## src/rtl/fir_df_pkg.sv

```systemverilog
// Shared constants and types for the direct-form FIR filter.
// No dependencies; fir_df_mac and the top level refer to it by scoped names.
package fir_df_pkg;

   // Field widths of the request, response and register
   localparam int SAMPLE_W   = 16;
   localparam int COEF_W     = 18;
   localparam int INDEX_W    = 6;
   localparam int COUNT_W    = 7;
   localparam int PROD_W     = SAMPLE_W + COEF_W;

   // Sum of Q4.30 products back to Q1.15: drop fifteen fraction bits, round half up
   localparam int ROUND_SHIFT = 15;

   localparam int DEFAULT_TAPS = 64;

   localparam logic [COUNT_W-1:0] TAP_COUNT_RESET = COUNT_W'(64);

   // Request kinds
   localparam logic KIND_SAMPLE = 1'b0;
   localparam logic KIND_COEF   = 1'b1;

   // Sequencer to datapath control
   typedef struct packed {
      logic start;   // clear the accumulator for a new sample
      logic issue;   // memory reads for one tap are presented this cycle
      logic last;    // this tap is the final one of the sum
   } mac_ctrl_type;

   // Datapath to sequencer status
   typedef struct packed {
      logic done;       // rounded result is ready
      logic saturated;  // result was clipped
   } mac_status_type;

endpackage

```

## src/rtl/fir_df_ram.sv

```systemverilog
// Simple dual-port synchronous memory: one write port, one registered read port.
// Depends on nothing; used for the sample history and the tap weights.
module fir_df_ram #(
   parameter int DEPTH = 64,
   parameter int WIDTH = 16,
   localparam int AW   = $clog2(DEPTH)
) (
   input  logic             clock,
   input  logic             we,
   input  logic [AW-1:0]    waddr,
   input  logic [WIDTH-1:0] wdata,
   input  logic [AW-1:0]    raddr,
   output logic [WIDTH-1:0] rdata
);

   logic [WIDTH-1:0] mem [DEPTH];
   logic [WIDTH-1:0] rdata_ff;

   // write, and read through an output register
   always_ff @(posedge clock) begin
      if (we) begin
         mem[waddr] <= wdata;
      end
      rdata_ff <= mem[raddr];
   end

   assign rdata = rdata_ff;

endmodule

```

## src/rtl/fir_df_mac.sv

```systemverilog
// Multiply-accumulate datapath: product register, wide accumulator, round and saturate.
// Depends on fir_df_pkg for widths and the control and status structs.
module fir_df_mac #(
   parameter int TAPS = fir_df_pkg::DEFAULT_TAPS
) (
   input  logic                                   clock,
   input  logic                                   reset,
   input  fir_df_pkg::mac_ctrl_type               ctrl,
   input  logic signed [fir_df_pkg::COEF_W-1:0]   coef,
   input  logic signed [fir_df_pkg::SAMPLE_W-1:0] hist,
   output logic signed [fir_df_pkg::SAMPLE_W-1:0] filtered,
   output fir_df_pkg::mac_status_type             status
);

   localparam int ACC_W = fir_df_pkg::PROD_W + $clog2(TAPS);
   localparam int Q_W   = ACC_W + 1 - fir_df_pkg::ROUND_SHIFT;

   logic                                   prod_vld_ff, prod_last_ff;
   logic                                   acc_vld_ff, acc_last_ff;
   logic                                   round_ff;
   logic                                   done_ff;
   logic signed [fir_df_pkg::PROD_W-1:0]   prod_ff, prod_in;
   logic signed [ACC_W-1:0]                acc_ff;
   logic signed [ACC_W:0]                  biased;
   logic signed [Q_W-1:0]                  quot;
   logic signed [fir_df_pkg::SAMPLE_W-1:0] res_ff, res_in;
   logic                                   sat_ff, sat_in;

   // advance the valid and last markers alongside the data
   always_ff @(posedge clock) begin
      if (reset) begin
         prod_vld_ff  <= 1'b0;
         prod_last_ff <= 1'b0;
         acc_vld_ff   <= 1'b0;
         acc_last_ff  <= 1'b0;
         round_ff     <= 1'b0;
         done_ff      <= 1'b0;
      end else begin
         prod_vld_ff  <= ctrl.issue;
         prod_last_ff <= ctrl.last;
         acc_vld_ff   <= prod_vld_ff;
         acc_last_ff  <= prod_last_ff;
         round_ff     <= acc_vld_ff & acc_last_ff;
         done_ff      <= round_ff;
      end
   end

   // multiply the operands that the memories return
   assign prod_in = coef * hist;

   // round half up, then clip to Q1.15
   always_comb begin
      biased = (ACC_W + 1)'(acc_ff) + (ACC_W + 1)'(16384);
      quot   = biased[ACC_W:fir_df_pkg::ROUND_SHIFT];
      sat_in = 1'b0;
      res_in = quot[fir_df_pkg::SAMPLE_W-1:0];
      if (quot > Q_W'(32767)) begin
         res_in = 16'sh7FFF;
         sat_in = 1'b1;
      end else if (quot < -Q_W'(32768)) begin
         res_in = 16'sh8000;
         sat_in = 1'b1;
      end
   end

   // product, accumulator and result registers
   always_ff @(posedge clock) begin
      prod_ff <= prod_in;
      if (ctrl.start) begin
         acc_ff <= '0;
      end else if (acc_vld_ff) begin
         acc_ff <= acc_ff + ACC_W'(prod_ff);
      end
      if (round_ff) begin
         res_ff <= res_in;
         sat_ff <= sat_in;
      end
   end

   assign filtered         = res_ff;
   assign status.done      = done_ff;
   assign status.saturated = sat_ff;

endmodule

```

## src/rtl/fir_filter_direct_form.sv

```systemverilog
// Top level of the direct-form FIR filter: sequencer, both memories, MAC datapath, response register.
// Depends on fir_df_pkg, fir_df_ram and fir_df_mac.
//
//   channel  | direction | handshake         | payload
//   ---------+-----------+-------------------+----------------------------------------------
//   req_     | in        | req_valid/stall   | kind, sample, coef_index, coef_value
//   rsp_     | out       | rsp_valid/stall   | filtered, saturated
//   csr_     | in        | csr_valid/ready   | tap_count
//
// A sample request makes one memory read pair per tap, for the tap count clamped to
// one..TAPS, then passes the product, accumulate and round stages. After reset a clearing
// pass zeroes both memories; requests stall throughout it. The response register lets the
// next request enter while the last result waits under rsp_stall; a finished sum waits in
// the datapath if it is still full.
module fir_filter_direct_form #(
   parameter int TAPS = fir_df_pkg::DEFAULT_TAPS
) (
   input  logic                                   clock,
   input  logic                                   reset,
   // request channel
   input  logic                                   req_valid,
   output logic                                   req_stall,
   input  logic                                   req_kind,
   input  logic signed [fir_df_pkg::SAMPLE_W-1:0] req_sample,
   input  logic [fir_df_pkg::INDEX_W-1:0]         req_coef_index,
   input  logic signed [fir_df_pkg::COEF_W-1:0]   req_coef_value,
   // response channel
   output logic                                   rsp_valid,
   input  logic                                   rsp_stall,
   output logic signed [fir_df_pkg::SAMPLE_W-1:0] rsp_filtered,
   output logic                                   rsp_saturated,
   // register write channel
   input  logic                                   csr_valid,
   output logic                                   csr_ready,
   input  logic [fir_df_pkg::COUNT_W-1:0]         csr_tap_count
);

   localparam int IDX_W = $clog2(TAPS);
   localparam logic [IDX_W-1:0] LAST_SLOT = IDX_W'(TAPS - 1);

   typedef enum logic [4:0] {
      ST_CLEAR = 5'b00001,
      ST_IDLE  = 5'b00010,
      ST_RUN   = 5'b00100,
      ST_FLUSH = 5'b01000,
      ST_OUT   = 5'b10000
   } state_type;

   state_type                              state_ff, state_in;
   logic [IDX_W-1:0]                       newest_ff, newest_in;
   logic [IDX_W-1:0]                       slot_ff, slot_in;
   logic [IDX_W-1:0]                       tap_ff, tap_in;
   logic [IDX_W-1:0]                       last_idx_ff, last_idx_in;
   logic [IDX_W-1:0]                       clr_ff, clr_in;
   logic [fir_df_pkg::COUNT_W-1:0]         tap_count_ff;
   logic                                   rsp_valid_ff, rsp_valid_in;
   logic signed [fir_df_pkg::SAMPLE_W-1:0] rsp_filtered_ff;
   logic                                   rsp_saturated_ff;

   logic                                   accept;
   logic                                   rsp_load;
   logic [IDX_W-1:0]                       new_slot;
   logic [IDX_W-1:0]                       count_last;
   logic                                   hist_we, coef_we;
   logic [IDX_W-1:0]                       hist_waddr, coef_waddr;
   logic [fir_df_pkg::SAMPLE_W-1:0]        hist_wdata, hist_rdata;
   logic [fir_df_pkg::COEF_W-1:0]          coef_wdata, coef_rdata;
   fir_df_pkg::mac_ctrl_type               mac_ctrl;
   fir_df_pkg::mac_status_type             mac_status;
   logic signed [fir_df_pkg::SAMPLE_W-1:0] mac_filtered;

   assign req_stall = (state_ff != ST_IDLE);
   assign accept    = req_valid & ~req_stall;
   assign csr_ready = 1'b1;

   // step the newest slot back by one, wrapping at the bottom
   assign new_slot = (newest_ff == '0) ? LAST_SLOT : newest_ff - 1'b1;

   // clamp the tap count to one..TAPS and turn it into the last tap index
   always_comb begin
      if (tap_count_ff == '0) begin
         count_last = '0;
      end else if (32'(tap_count_ff) > TAPS) begin
         count_last = LAST_SLOT;
      end else begin
         count_last = IDX_W'(tap_count_ff - 1'b1);
      end
   end

   // load the response register once it is empty or being drained
   assign rsp_load = (state_ff == ST_OUT) & (~rsp_valid_ff | ~rsp_stall);

   // sequencer and memory write ports
   always_comb begin
      state_in    = state_ff;
      newest_in   = newest_ff;
      slot_in     = slot_ff;
      tap_in      = tap_ff;
      last_idx_in = last_idx_ff;
      clr_in      = clr_ff;
      hist_we     = 1'b0;
      hist_waddr  = new_slot;
      hist_wdata  = req_sample;
      coef_we     = 1'b0;
      coef_waddr  = IDX_W'(req_coef_index);
      coef_wdata  = req_coef_value;
      mac_ctrl    = '0;
      case (state_ff)
         ST_CLEAR: begin
            hist_we    = 1'b1;
            hist_waddr = clr_ff;
            hist_wdata = '0;
            coef_we    = 1'b1;
            coef_waddr = clr_ff;
            coef_wdata = '0;
            clr_in     = clr_ff + 1'b1;
            if (clr_ff == LAST_SLOT) begin
               state_in = ST_IDLE;
            end
         end
         ST_IDLE: begin
            if (accept) begin
               if (req_kind == fir_df_pkg::KIND_COEF) begin
                  // drop writes to taps that do not exist
                  coef_we = (32'(req_coef_index) < TAPS);
               end else begin
                  hist_we        = 1'b1;
                  newest_in      = new_slot;
                  slot_in        = new_slot;
                  tap_in         = '0;
                  last_idx_in    = count_last;
                  mac_ctrl.start = 1'b1;
                  state_in       = ST_RUN;
               end
            end
         end
         ST_RUN: begin
            mac_ctrl.issue = 1'b1;
            mac_ctrl.last  = (tap_ff == last_idx_ff);
            tap_in         = tap_ff + 1'b1;
            slot_in        = (slot_ff == LAST_SLOT) ? '0 : slot_ff + 1'b1;
            if (tap_ff == last_idx_ff) begin
               state_in = ST_FLUSH;
            end
         end
         ST_FLUSH: begin
            if (mac_status.done) begin
               state_in = ST_OUT;
            end
         end
         ST_OUT: begin
            if (rsp_load) begin
               state_in = ST_IDLE;
            end
         end
         default: begin
            state_in = ST_CLEAR;
            clr_in   = '0;
         end
      endcase
   end

   // response valid: set on load, drop once taken
   always_comb begin
      rsp_valid_in = rsp_valid_ff;
      if (rsp_load) begin
         rsp_valid_in = 1'b1;
      end else if (rsp_valid_ff & ~rsp_stall) begin
         rsp_valid_in = 1'b0;
      end
   end

   // control registers
   always_ff @(posedge clock) begin
      if (reset) begin
         state_ff     <= ST_CLEAR;
         clr_ff       <= '0;
         newest_ff    <= '0;
         tap_count_ff <= fir_df_pkg::TAP_COUNT_RESET;
         rsp_valid_ff <= 1'b0;
      end else begin
         state_ff     <= state_in;
         clr_ff       <= clr_in;
         newest_ff    <= newest_in;
         rsp_valid_ff <= rsp_valid_in;
         if (csr_valid & csr_ready) begin
            tap_count_ff <= csr_tap_count;
         end
      end
   end

   // address and response payload registers
   always_ff @(posedge clock) begin
      slot_ff     <= slot_in;
      tap_ff      <= tap_in;
      last_idx_ff <= last_idx_in;
      if (rsp_load) begin
         rsp_filtered_ff  <= mac_filtered;
         rsp_saturated_ff <= mac_status.saturated;
      end
   end

   fir_df_ram #(
      .DEPTH (TAPS),
      .WIDTH (fir_df_pkg::SAMPLE_W)
   ) u_hist_ram (
      .clock (clock),
      .we    (hist_we),
      .waddr (hist_waddr),
      .wdata (hist_wdata),
      .raddr (slot_ff),
      .rdata (hist_rdata)
   );

   fir_df_ram #(
      .DEPTH (TAPS),
      .WIDTH (fir_df_pkg::COEF_W)
   ) u_coef_ram (
      .clock (clock),
      .we    (coef_we),
      .waddr (coef_waddr),
      .wdata (coef_wdata),
      .raddr (tap_ff),
      .rdata (coef_rdata)
   );

   fir_df_mac #(
      .TAPS (TAPS)
   ) u_mac (
      .clock    (clock),
      .reset    (reset),
      .ctrl     (mac_ctrl),
      .coef     (coef_rdata),
      .hist     (hist_rdata),
      .filtered (mac_filtered),
      .status   (mac_status)
   );

   assign rsp_valid     = rsp_valid_ff;
   assign rsp_filtered  = rsp_filtered_ff;
   assign rsp_saturated = rsp_saturated_ff;

   // a new response only ever comes from the output state
   a_rsp_from_out: assert property (@(posedge clock) disable iff (reset)
      $rose(rsp_valid_ff) |-> $past(state_ff == ST_OUT))
      else $error("response appeared outside the output state");

   // the datapath finishes only while the sequencer waits for it
   a_done_in_flush: assert property (@(posedge clock) disable iff (reset)
      mac_status.done |-> (state_ff == ST_FLUSH))
      else $error("datapath result arrived while sequencer was not waiting");

   // the tap index never runs past the clamped count
   a_tap_bound: assert property (@(posedge clock) disable iff (reset)
      (state_ff == ST_RUN) |-> (tap_ff <= last_idx_ff))
      else $error("tap index ran past the last tap");

   // no request is taken during the clearing pass
   a_no_accept_in_clear: assert property (@(posedge clock) disable iff (reset)
      (state_ff == ST_CLEAR) |-> req_stall)
      else $error("request accepted while memories were being cleared");

endmodule
```

## config.mk

```make
export PLATFORM = sky130hd
export DESIGN_NAME = fir_filter_direct_form
export DESIGN_NICKNAME = d
export VERILOG_FILES = /design/src/rtl/fir_df_pkg.sv /design/src/rtl/fir_df_ram.sv /design/src/rtl/fir_df_mac.sv /design/src/rtl/fir_filter_direct_form.sv
export SDC_FILE = /design/constraint.sdc
export NUM_CORES = 2
export LEC_CHECK = 0
export BUFFER_PORTS_ARGS = -buffer_cell sky130_fd_sc_hd__buf_4
export CELL_PAD_IN_SITES_DETAIL_PLACEMENT = 0
export CELL_PAD_IN_SITES_GLOBAL_PLACEMENT = 1
export CORE_AREA = 8 8 463 465
export CTS_CLUSTER_DIAMETER = 60
export DETAILED_ROUTE_END_ITERATION = 10
export DIE_AREA = 0 0 471 473
export GPL_ROUTABILITY_DRIVEN = 0
export MAX_ROUTING_LAYER = met4
export PLACE_DENSITY = 0.82
export SYNTH_ARGS = -nofsm -noshare
export SYNTH_HDL_FRONTEND = slang
export SYNTH_SLANG_ARGS = --single-unit
```

## constraint.sdc

```tcl
create_clock -name clock -period 18.6 [get_ports clock]
set_input_delay 3.72 -clock clock [delete_from_list [all_inputs] [get_ports clock]]
set_output_delay 3.72 -clock clock [all_outputs]
set_load 0.03 [all_outputs]
```

# Yosys cells after proc, flatten, opt, wreduce, memory -nomap -nowiden
# Memory sizes are Yosys's and may differ from the RTL's. A register that Yosys moved wholly into a read port is not among the register bits.
# Cells that the tools add are included.
# word_totals
reg_bits,157
mem_bits_rw,2176
in_bits,53
output_inout_bits,20
elab_cells,104
n_memories,2
# classes
n_addsub,7
multipliers,1
magnitude_cmp,3
n_eq_ne,15
n_mux,37
n_bitwise,10
n_reduce_logical,9
# memory_table
name,words,word_bits,rd,rd_ports_with_merged_regs,wr,line,text
u_coef_ram.mem,64,18,1,1,1,fir_df_ram.sv:16,logic [WIDTH-1:0] mem [DEPTH];
u_hist_ram.mem,64,16,1,1,1,fir_df_ram.sv:16,
# ops
op,count
6-bit two-way mux,9
"40-bit by 16-bit adder with 41-bit output, second input constant",1
40-bit by 34-bit adder with 40-bit output,1
6-bit case mux with 2 select lines,3
18-bit by 16-bit multiplier with 34-bit output,1
16-bit two-way mux,2
5-bit two-way mux,6
"26-bit by 16-bit > comparator with 1-bit output, second input constant",1
"26-bit by 16-bit < comparator with 1-bit output, second input constant",1
5-bit case mux with 5 select lines,1
"6-bit by 1-bit adder with 6-bit output, second input constant",3
18-bit two-way mux,1
"6-bit equality test, second input constant",2
1-bit two-way mux,12
"6-bit by 1-bit subtractor with 6-bit output, second input constant",2
"2-bit != test, second input constant",5
"7-bit > comparator, second input constant",1
7-bit logical NOT,1
6-bit equality test,1
6-bit logical NOT,1
3-bit AND reduction,2
6-bit AND reduction,1
"5-bit by 1-bit equality test with 1-bit output, second input constant",1
"5-bit by 2-bit equality test with 1-bit output, second input constant",1
other kinds (13),22

# Longest topological paths before layout
# logic_depth
word_depth,7
depth_mapped,25
depth_no_buf,24

# Hierarchy
# From an unflattened synthesis, not the netlist that was laid out.
# unflattened
cells_unflattened,5918
hier_area_um2,104138.6
# modules_own_cells
module,n_inst,cells_per_inst,area_per_inst_um2,seq_area_each_um2
fir_df_ram (u_coef_ram),1,1957,44621.5,34953.5
fir_df_ram (u_hist_ram),1,1829,40042.2,31069.8
fir_df_mac,1,1822,16400.7,2112.0
fir_filter_direct_form,1,310,3074.2,1551.5

# Worst setup path before layout
# Ideal clock, no wire load.
# synth_path
path_type,register -> register
from,"register u_hist_ram.rdata_ff[7] (netlist: u_hist_ram.rdata[7]), read port of u_hist_ram.mem"
to,register u_mac.prod_ff[30] in the netlist's numbering
setup_time_ns,0.125
arrival_time_ns,6.122
t_required_ns,18.475
slack_ns,12.354
stages_incl_launch_ff,26
n_path_buf,2
period_less_slack_ns,6.246
cell_sequence,dfxtp_1 > clkbuf_1 > clkbuf_1 > nand2_1 > fa_1 > inv_1 > fa_1 > inv_1 > fa_1 > inv_1 > fa_1 > fa_1 > inv_1 > fa_1 > inv_1 > ha_1 > nand3_1 > nor2_1 > a211o_1 > a221o_2 > and3b_4 > o41ai_4 > nor2b_1 > o21a_1 > nor2_1 > xnor2_1
# synth_between
elab_chain_cells,1
# synth_rtl
element,line,text
"start, declared",fir_df_ram.sv:17,logic [WIDTH-1:0] rdata_ff;
18-bit by 16-bit multiplier with 34-bit output,fir_df_mac.sv:49,assign prod_in = coef * hist;
"via u_mac.prod_in, one bit",fir_df_mac.sv:22,"logic signed [fir_df_pkg::PROD_W-1:0] prod_ff, prod_in;"
"end signal, assigned",fir_df_mac.sv:68,prod_ff <= prod_in;
"end, declared",fir_df_mac.sv:22,
# The timed path passes the listed nets, and every way through them passes these cells.
# A chain may end at the register's enable or synchronous reset.

# Worst setup path in the final report
# layout_path
from,"register u_hist_ram.rdata_ff[7] (netlist: u_hist_ram.rdata[7]), read port of u_hist_ram.mem"
to,register u_mac.prod_ff[33] in the netlist's numbering
# Same word-level chain as after synthesis.

==> results by group <==
STA
  – Slew at the pin closest to its max-slew limit: about 1.4 ns
  – Fin Setup TNS: 0 ns
  – Fmax: 145.6 MHz
  – Setup violators final: 0
  – Period minus WS final: 6.870 ns
  – Fin. max-slew vios: 0
  – RSZ-0062 raised after global routing: no
  – Slew margin rel.: 9.446%
  – Crit share post-route: 36.93%
  – Final hold violations: 0
  – Clk_skew: 0.07850 ns

Yosys
  – Predominant post-synthesis flop cell: edfxtp_1
  – Largest area contributor in the netlist: edfxtp_1
  – YS warnings: 0
  – Post-synthesis register bit count: approximately 2,400
  – Leading post-synthesis cells by cell area: edfxtp_1 65%, mux4_2 16%, fa_1 5.7%
  – Syn Inst Count: 5,411
  – Count of different cell masters after synthesis: 75
  – Syn nets: 5,888
  – Synth top area share: ~65%
  – Synthesized cell area: 102,900 µm²
  – Post-synth EDFFs: 2,228
  – Post-synthesis sequential area ratio: 67.72%
  – Syn Area/Cell: 19.02 µm²
  – Fraction of registers with async set/reset: 0%

Finish
  – Most common cell after layout, fill and taps aside: edfxtp_1
  – FILL cells: 15,170
  – Syn-to-layout area delta: 11.41%
  – Final #Nets: 6,084
  – Commonest non-fill, non-tap cells in the layout: 2,228 x edfxtp_1, 714 x mux4_2, 360 x inv_1
  – Share of cells above drive strength 1: between 20% and 30%

Power
  – Pwr Density: 184.4 nW/µm²
  – Leak pwr: 38.81 nW
  – NetSw: 7.762 mW
  – Pwr Total: 21.14 mW
  – Logic gate share of total power: a little under half
  – Max VDD drop: 0.3860 mV
  – Sequential share of power: roughly 33%
  – Switching Fraction: 36.72%
  – P_int: 13.38 mW
  – Clock share of power: between 20% and 30%

Die
  – Die Height: 473 µm
  – Io pins: between 70 and 80
  – Initial Util: 49.85%
  – Core Region: 206,400 µm²
  – Die footprint: about 220,000 µm²
  – Site Rows: ~170
  – Die W: 471 µm

Routing
  – Initial DRC Count: 6,101
  – TritonRoute pass-1 iters: 6
  – Post-DR vias/cell: 6.055
  – ANT nets after route: 0
  – Wire per inst: about 28 µm
  – Detailed Route WL: 237,700 µm
  – Drt drc: 0
  – Vias: 51,560

Placed design
  – I/O Buffers: between 70 and 80
  – DP HPWL: 145,800 µm

Clock network
  – Clk root buf: clkbuf_16
  – Post-CTS resize count: 0
  – Htree depth: 4
  – CTS Buffer Depth: 3
  – Clock latency on the worst-skew pair: 0.89 ns
  – CTS tree: done
  – Postcts setup bufs: 0
  – Num CTS Buffers: roughly 230
  – Clock tree sinks: 2,367
  – Hold buffer count at cts: 0
  – Worst-path clk slew: roughly 0.060 ns

Hold path
  – Worst hold path class: reg -> reg
  – Hold Path Cell Cnt: 0

Job
  – Max_cap viols: 0

Worst setup path
  – CP required: 19.34 ns
  – Critical path class: reg -> reg
  – Setup crit end kind: register
  – CP arrival: 7.61 ns
  – CP startpoint kind: register
  – R2R cell count: 23
  – Crit-path max FO: 18

Global routing
  – Initial antenna violation count: 17
  – First-pass GRT wire length: 353,000 µm
  – Vias in the first global route: 52,210
  – GRT Overall Usage: 21.81%
  – Pin count of the biggest net entering global routing: 150
  – Global route overflow: 0

Run status
  – Status: finished, final reports clean
## power groups by stage
stage / clock network (mW) / registers [mW] / logic, mW
floorplan: 0 / 6.98 / 7.37
global placement: 0 / 7.04 / 9.43
detailed placement: 0 / 7.06 / 9.58
CTS: 4.68 / 6.95 / 9.65
global route: 4.88 / 6.98 / 11.0
finish: 4.62 / 6.95 / 9.56
## cell usage after synthesis, drive strengths merged, types with 6 or more instances
cell,n
a211oi,17
a21o,23
a21oi,89
a31oi,11
and2,175
and3,12
buf,71
clkbuf,173
dfxtp,139
edfxtp,2228
fa,291
ha,133
inv,360
mux2i,36
mux4,714
nand2,232
nand2b,24
nand3,52
nand3b,10
nand4,13
nor2,271
nor2b,13
nor3,24
nor4,7
o211ai,7
o21a,17
o21ai,73
o21bai,13
o31ai,6
or3,6
xnor2,74
xor2,39
## logic make-up (layout without fill, tap and decap cells)
family | Yosys count | after routing | share of synthesized area (%)
xor+xnor | 113 | 113 | 0.9618
fa+ha+maj | 425 | 425 | 7.288
compound gates | 294 | 294 | 1.806
flops | 2367 | 2367 | 67.72
mux | 750 | 750 | 15.98
simple gates | 856 | 856 | 3.966
buf+inv | 605 | 993 | 2.279
other cells | 1 | 14 | 0.003644
## final timing paths
check	start	end	slack, ns
min reg2reg	u_mac.sat_ff$_SDFFCE_PN1P_	rsp_saturated$_DFFE_PP_	0.42
max reg2reg	u_hist_ram.rdata[7]$_DFF_P_	u_mac.prod_ff[33]$_DFF_P_	11.73
max	u_hist_ram.rdata[7]$_DFF_P_	u_mac.prod_ff[33]$_DFF_P_	11.73
min	u_mac.sat_ff$_SDFFCE_PN1P_	rsp_saturated$_DFFE_PP_	0.42
## per-layer routing
layer / GRT usage, % / vias to the layer above / share of wire [%]
li1: - / 21490 / -
met1: 30.70 / 27010 / 40
met2: 33.31 / 2737 / 47
met3: 4.261 / 332 / 9.9
met4: 5.488 / 0 / 2.5
met5: - / - / 0
## registers in the layout, indices dropped and copies added, names as in the netlist, 5 cells and up
name and flops:
newest_ff 6, u_coef_ram.mem 1152, rsp_filtered 16, u_mac.filtered 16, u_mac.acc_ff 40, u_mac.prod_ff 34, tap_ff 6, clr_ff 6
u_hist_ram.rdata 16, slot_ff 6, u_hist_ram.mem 1024, u_coef_ram.rdata 18, tap_count_ff 7, state_ff 5, last_idx_ff 6
## critical path, cell delays in order, from the launching register on
cell and delay, ns:
dfxtp_1 0.75, nand2_1 0.17, fa_1 0.56, inv_1 0.05, fa_1 0.51, inv_1 0.06, fa_1 0.55, inv_1 0.06
fa_1 0.45, fa_1 0.50, inv_1 0.05, fa_1 0.47, inv_1 0.04, ha_1 0.33, nand3_1 0.18, nor4_1 0.08
a2111oi_0 0.40, o21ai_0 0.22, a21oi_1 0.30, o21bai_1 0.20, a211oi_2 0.32, o21ai_0 0.15, a21oi_1 0.19, xnor2_1 0.14
## layout make-up
class | count | area, µm² | area share, %
Multi-Input combinational cell | 2439 | 31040 | 27.08
Antenna cell | 13 | 32.53 | 0.02837
Tap cell | 2704 | 3383 | 2.951
Clock inverter | 144 | 1610 | 1.405
Timing Repair Buffer | 213 | 1649 | 1.438
Clock buffer | 275 | 5891 | 5.138
Inverter | 361 | 1355 | 1.182
Sequential cell | 2367 | 69690 | 60.78
## stage by stage
stage	hold WS, ns	std cells	utilization, %	setup slack (ns)	cell area, µm²
after floorplan	0.4003	5411	-	12.35	102900
after global placement	0.4016	8084	51.89	11.54	107100
after detailed placement	0.4045	8084	51.89	11.50	107100
after CTS	0.4183	8503	55.52	11.70	114600
after global routing	0.4243	8514	55.53	11.35	114600
final	0.4168	8516	55.54	11.73	114700
(Power assumes the default switching activity.)
